$ cat config.mk
export PLATFORM = sky130hd
export DESIGN_NAME = tct_div_cell
export DESIGN_NICKNAME = d
export VERILOG_FILES = /design/src/design/tct_pkg.sv /design/src/design/tct_div_cell.sv
export SDC_FILE = /design/constraint.sdc
export NUM_CORES = 1
export LEC_CHECK = 0
export BUFFER_PORTS_ARGS = -buffer_cell sky130_fd_sc_hd__buf_2
export CAP_MARGIN = 25
export CORE_ASPECT_RATIO = 1.2
export CORE_MARGIN = 4
export CORE_UTILIZATION = 25
export CTS_CLUSTER_DIAMETER = 200
export DETAILED_ROUTE_END_ITERATION = 10
export HOLD_SLACK_MARGIN = 0.05
export MAX_ROUTING_LAYER = met4
export RECOVER_POWER = 50
export REMOVE_ABC_BUFFERS = 1
export SLEW_MARGIN = 20
export SYNTH_ARGS = -nofsm -noshare
export SYNTH_HDL_FRONTEND = slang
export SYNTH_SLANG_ARGS = --single-unit
$ cat constraint.sdc
create_clock -name clk -period 2.3 [get_ports clk]
set_input_delay 0.46 -clock clk [delete_from_list [all_inputs] [get_ports clk]]
set_output_delay 0.46 -clock clk [all_outputs]
set_load 0.02 [all_outputs]
$ cat src/design/tct_pkg.sv
`default_nettype none

package tct_pkg;

	// Widths of the grid registers and the cell fields.
	localparam int DIV_W = 9;
	localparam int CELL_W = 8;
	localparam int REM_W = 9;
	localparam int RAD_W = 16;
	localparam int POS_W = 18;
	localparam int IDX_W = 16;
	localparam int SIN_W = 18;

	// Register indexes of the configuration port.
	localparam logic [1:0] REG_RING = 2'd0;
	localparam logic [1:0] REG_TUBE = 2'd1;
	localparam logic [1:0] REG_MAJOR = 2'd2;
	localparam logic [1:0] REG_MINOR = 2'd3;

	// Cell coordinates and grid size that travel with an item down the pipeline.
	typedef struct packed {
		logic [CELL_W-1:0] u;
		logic [CELL_W-1:0] v;
		logic [DIV_W-1:0] n;
		logic [DIV_W-1:0] m;
		logic oor;
	} side_t;

endpackage

`default_nettype wire

$ cat src/design/tct_div_cell.sv
`default_nettype none

// One step of a restoring divider for both angle lanes: each cell adds one
// quotient bit of idx * 2^QW / div and hands the remainder to its neighbor.
module tct_div_cell #(
	parameter int QW = 16
) (
	input wire clk,
	input wire en,
	input tct_pkg::side_t side_d,
	input wire [tct_pkg::REM_W-1:0] rem_u_d,
	input wire [tct_pkg::REM_W-1:0] rem_v_d,
	input wire [QW-1:0] q_u_d,
	input wire [QW-1:0] q_v_d,
	output tct_pkg::side_t side_q,
	output logic [tct_pkg::REM_W-1:0] rem_u_q,
	output logic [tct_pkg::REM_W-1:0] rem_v_q,
	output logic [QW-1:0] q_u_q,
	output logic [QW-1:0] q_v_q
);
	import tct_pkg::*;

	logic [REM_W:0] dbl_u, dbl_v;
	logic ge_u, ge_v;
	logic [REM_W:0] sub_u, sub_v;

	// Shift the remainder left and try to take the divisor out.
	always_comb begin
		dbl_u = {rem_u_d, 1'b0};
		dbl_v = {rem_v_d, 1'b0};
		ge_u = dbl_u >= (REM_W+1)'(side_d.n);
		ge_v = dbl_v >= (REM_W+1)'(side_d.m);
		sub_u = ge_u ? dbl_u - (REM_W+1)'(side_d.n) : dbl_u;
		sub_v = ge_v ? dbl_v - (REM_W+1)'(side_d.m) : dbl_v;
	end

	always_ff @(posedge clk) begin
		if (en) begin
			side_q <= side_d;
			rem_u_q <= sub_u[REM_W-1:0];
			rem_v_q <= sub_v[REM_W-1:0];
			q_u_q <= {q_u_d[QW-2:0], ge_u};
			q_v_q <= {q_v_d[QW-2:0], ge_v};
		end
	end

endmodule

`default_nettype wire

Word level (Yosys, flattened, before mapping). Index checks and enable logic that the tools add are counted.

Magnitude comparators: 2. $add $sub $neg: 2. Multiplexer cells: 2.

Operators with widths (count): $ge 10x9->1 (2); $mux 9 (2); $sub 9x9->9 (2).

Flip-flop bits (word level): 85. Output and inout bits: 85. Input port bits: 87.

Logic depth before layout (Yosys ltp).
Word-level depth: 2. Gate-level depth with buffers: 10. Mapped depth without buffers: 9.

Worst setup path before layout. Ideal clock, no wire load.

Kind: input -> register. Start: input port side_d[10] in the netlist's numbering. End: register rem_u_q[3] in the netlist's numbering (data pin). Path slack: -0.037 ns. Data arrival time: 2.077 ns. Data required time: 2.040 ns. Buffers on the path: 1. Setup time: 0.260 ns. Stages on the path: 8. Cells stage by stage: fa_1 > nand2b_1 > a21oi_2 > nor4b_4 > or2_1 > buf_6 > inv_2 > mux2_4.

Longest elaborated chain between the ends: 2. Elaborated cells on any way between the ends: 3. Those cells by class: add/sub (1); order compare (1); mux (1).

Ends and longest elaborated chain: from (decl) (RTL line tct_div_cell.sv:10) `input tct_pkg::side_t side_d,`; $ge 10x9->1 (RTL line tct_div_cell.sv:31) `ge_u = dbl_u >= (REM_W+1)'(side_d.n);`; net ge_u (RTL line tct_div_cell.sv:24) `logic ge_u, ge_v;`; $mux 9 (RTL line tct_div_cell.sv:33) `sub_u = ge_u ? dbl_u - (REM_W+1)'(side_d.n) : dbl_u;`; net sub_u[3] (RTL line tct_div_cell.sv:25) `logic [REM_W:0] sub_u, sub_v;`; to (signal assigned) (RTL line tct_div_cell.sv:40) `rem_u_q <= sub_u[REM_W-1:0];`; to (decl) (RTL line tct_div_cell.sv:16) `output logic [tct_pkg::REM_W-1:0] rem_u_q,`.

The timed path passes the listed nets, and every way through them passes these cells. A chain may end at the register's enable or synchronous reset.

Final worst setup path.
Start: input port side_d[1] in the netlist's numbering. End: register rem_v_q[2] in the netlist's numbering (data pin).

Longest elaborated chain between the ends: 2. Elaborated cells on any way between the ends: 3. Those cells by class: add/sub (1); order compare (1); mux (1).

Ends and longest elaborated chain: $ge 10x9->1 (RTL line tct_div_cell.sv:32) `ge_v = dbl_v >= (REM_W+1)'(side_d.m);`; net ge_v (RTL line tct_div_cell.sv:24); $mux 9 (RTL line tct_div_cell.sv:34) `sub_v = ge_v ? dbl_v - (REM_W+1)'(side_d.m) : dbl_v;`; net sub_v[2] (RTL line tct_div_cell.sv:25); to (signal assigned) (RTL line tct_div_cell.sv:41) `rem_v_q <= sub_v[REM_W-1:0];`; to (decl) (RTL line tct_div_cell.sv:17) `output logic [tct_pkg::REM_W-1:0] rem_v_q,`.

The timed path passes the listed nets, and every way through them passes these cells.

==> out/metrics.cfg <==
[synthesis]
synthXorXnorAreaFrac_pct = 2.36
syn_avg_cell_area_um2 = 15.3
synth_fa_ha_area_share_pct = 7.14
synth_warnings = 0
synth_cells = 242
synth_top_family_by_area = simple AND/OR/NAND/NOR gates
ys_seq_elements = 85
synth.top_cell.area_share_pct = 68.7
synthMuxAreaShare_pct = 3.40
synth_flop_cell = edfxtp_1
synth_compound_area_share_pct = 7.75
syn_area_um2 = 3710
async_reset_ff_share_pct = 0
synth_area_leaders = edfxtp_1 (69%), ha_1 (6.1%), inv_1 (2.0%)
ys_types = 44
synth_edf_count = 85
ys_seq_area_share_pct = 68.7
yosys.area.top_type = edfxtp_1
synth_simple_gate_area_share_pct = 8.09

[layout]
layout_commonest_cell = buf_2
final_cell_area_um2 = 5330
layout_common_cells = buf_2 (156), edfxtp_1 (85), buf_4 (33)
final_nets = 564
antenna_cells = 0
synthToLayoutAreaGrowth_pct = 43.5
drive_gt1_share_pct = 48.1

[routing]
firstDrtPassIters = 4
routed-via-count = 2785
routed_wirelength_um = 9070
wl_per_cell_um = 13.7
drc = 0
viasPerCell = 4.21
ant_nets = 0
drtIter0Drc = 110

[place]
portBuffers = 169
globalplace.congestion = 0.770
dp_hpwl_um = 7100
postPlaceCellArea_um2 = 5080

[pwr]
total_power_mw = 4.14
ir_worst_vdd_v = 0.000306
p_leak_nw = 2.35
power_density_nw_per_um2 = 777

[cts]
cts_hold_buf = 0
cts_sinks = 85
clk_pin_slew_ps = 70
cts_made_buffers = 9
cts_htree_levels = 3
post_cts_resized = 0
cts_tree = built
cts.path.max_buffers = 2
cts_root_buf = clkbuf_16
post-cts-setup-buffers = 0

[floorplanning]
die_h_um = 142
ios = 172
die_area_um2 = 16900
rows = 48
fp.dieW_um = 119
start_util_pct = 25.7
core_area_um2 = 14500

[worst_setup_path]
worstSetupPathType = in -> reg
cp.arrival_ps = 2280
start_kind = primary input
worstPathRequired_ps = 2390
crit_path_end_kind = flip-flop
cp_max_fo = 6

[timing]
finalSetupViolCount = 0
fin_hold_ws_ps = 297
worst_pin_slew_ps = 1150
max_slew_margin_pct = 23.4
hold_viol = 0
fmax_mhz = 457
fin_crit_ps = 2190
final_max_slew_viol_count = 0
fin_crit_sh_pct = 95.2
rsz0062_at_grt = false

[global_route]
grt_pass1_vias = 2858
grt_max_degree = 86
overflow = 0
grt_usage_pct = 10.7
grt_pass1_wl_um = 13900
antenna_found_initial = 0

[worst_hold_path]
worst_hold_path_type = in -> reg

[job]
cap_viol_max_count = 0

[status]
outcome = completed

==> flip-flops by register name, summed over array words and instances (netlist names) <==
register	count
q_u_q	16
rem_u_q	9
rem_v_q	9
q_v_q	16
side_q	35
==> through the flow <==
step / util, % / setup WS [ps] / setup TNS, ps / instances
final: 36.8 / 110 / 0 / 662
after global routing: 36.8 / 32.0 / 0 / 662
after CTS: 37.1 / 125 / 0 / 662
after detailed placement: 35.1 / -237 / -2210 / 646
after global placement: 35.1 / -183 / -1880 / 646
after floorplan: - / 7.07 / 0 / 241
==> worst max-delay path, cell delays in order <==
cell and delay [ps]:
buf_2 110, fa_1 440, nand2b_1 180, a21oi_1 230
nor4b_2 90, or2_4 260, inv_2 140, mux2_2 350
==> cells in the mapped netlist, types with 2 or more instances <==
cell type / n
nor4b_1: 2
ha_1: 18
inv_2: 2
nor2b_1: 4
nand2_1: 7
a21oi_1: 10
xnor2_1: 7
and3_1: 3
o32ai_1: 2
a21oi_2: 2
edfxtp_1: 85
nand3_1: 4
nand3b_1: 2
o211ai_1: 2
fa_1: 2
nor2_1: 13
mux2_4: 4
o21a_1: 4
xor2_1: 3
o2111ai_1: 2
a21o_1: 4
nand2b_1: 4
inv_1: 20
o21ai_0: 12
mux2_2: 5
==> metal layers <==
metal	part of all wire (%)	vias up	GRT usage [%]
met5	0	-	-
li1	-	1343	-
met1	43	1314	12.4
met3	7.6	9	2.99
met2	48	119	17.7
met4	1.5	0	3.66
==> final timing paths <==
| path | startpoint | endpoint | slack [ps] | cells past startpoint |
|---|---|---|---|---|
| max | side_d[1] | rem_v_q[2] | 110 | 8 |
| min | q_v_d[5] | q_v_q[6] | 300 | 1 |
==> logic make-up (layout without fill, tap and decap cells) <==
logic type | after synthesis | after routing
flops | 85 | 85
simple gates | 50 | 50
compound gates | 44 | 44
buf+inv | 23 | 243
fa+ha+maj | 20 | 20
xor+xnor | 10 | 10
mux | 10 | 10
==> where the power goes <==
| group | internal, mW | switching (mW) |
|---|---|---|
| clock | 0.754 | 0.617 |
| sequential | 1.88 | 0.0336 |
| combinational | 0.359 | 0.496 |
==> area by class of cell <==
class | count | area (µm²)
repair buffers | 205 | 1100
fillers | 1439 | 9140
multi-input cells | 134 | 1070
clock inverters | 6 | 52.6
well taps | 200 | 250
inverters | 22 | 82.6
clock buffers | 10 | 229
flip-flops and latches | 85 | 2550
Note: power is estimated with default switching activity, not from simulation.
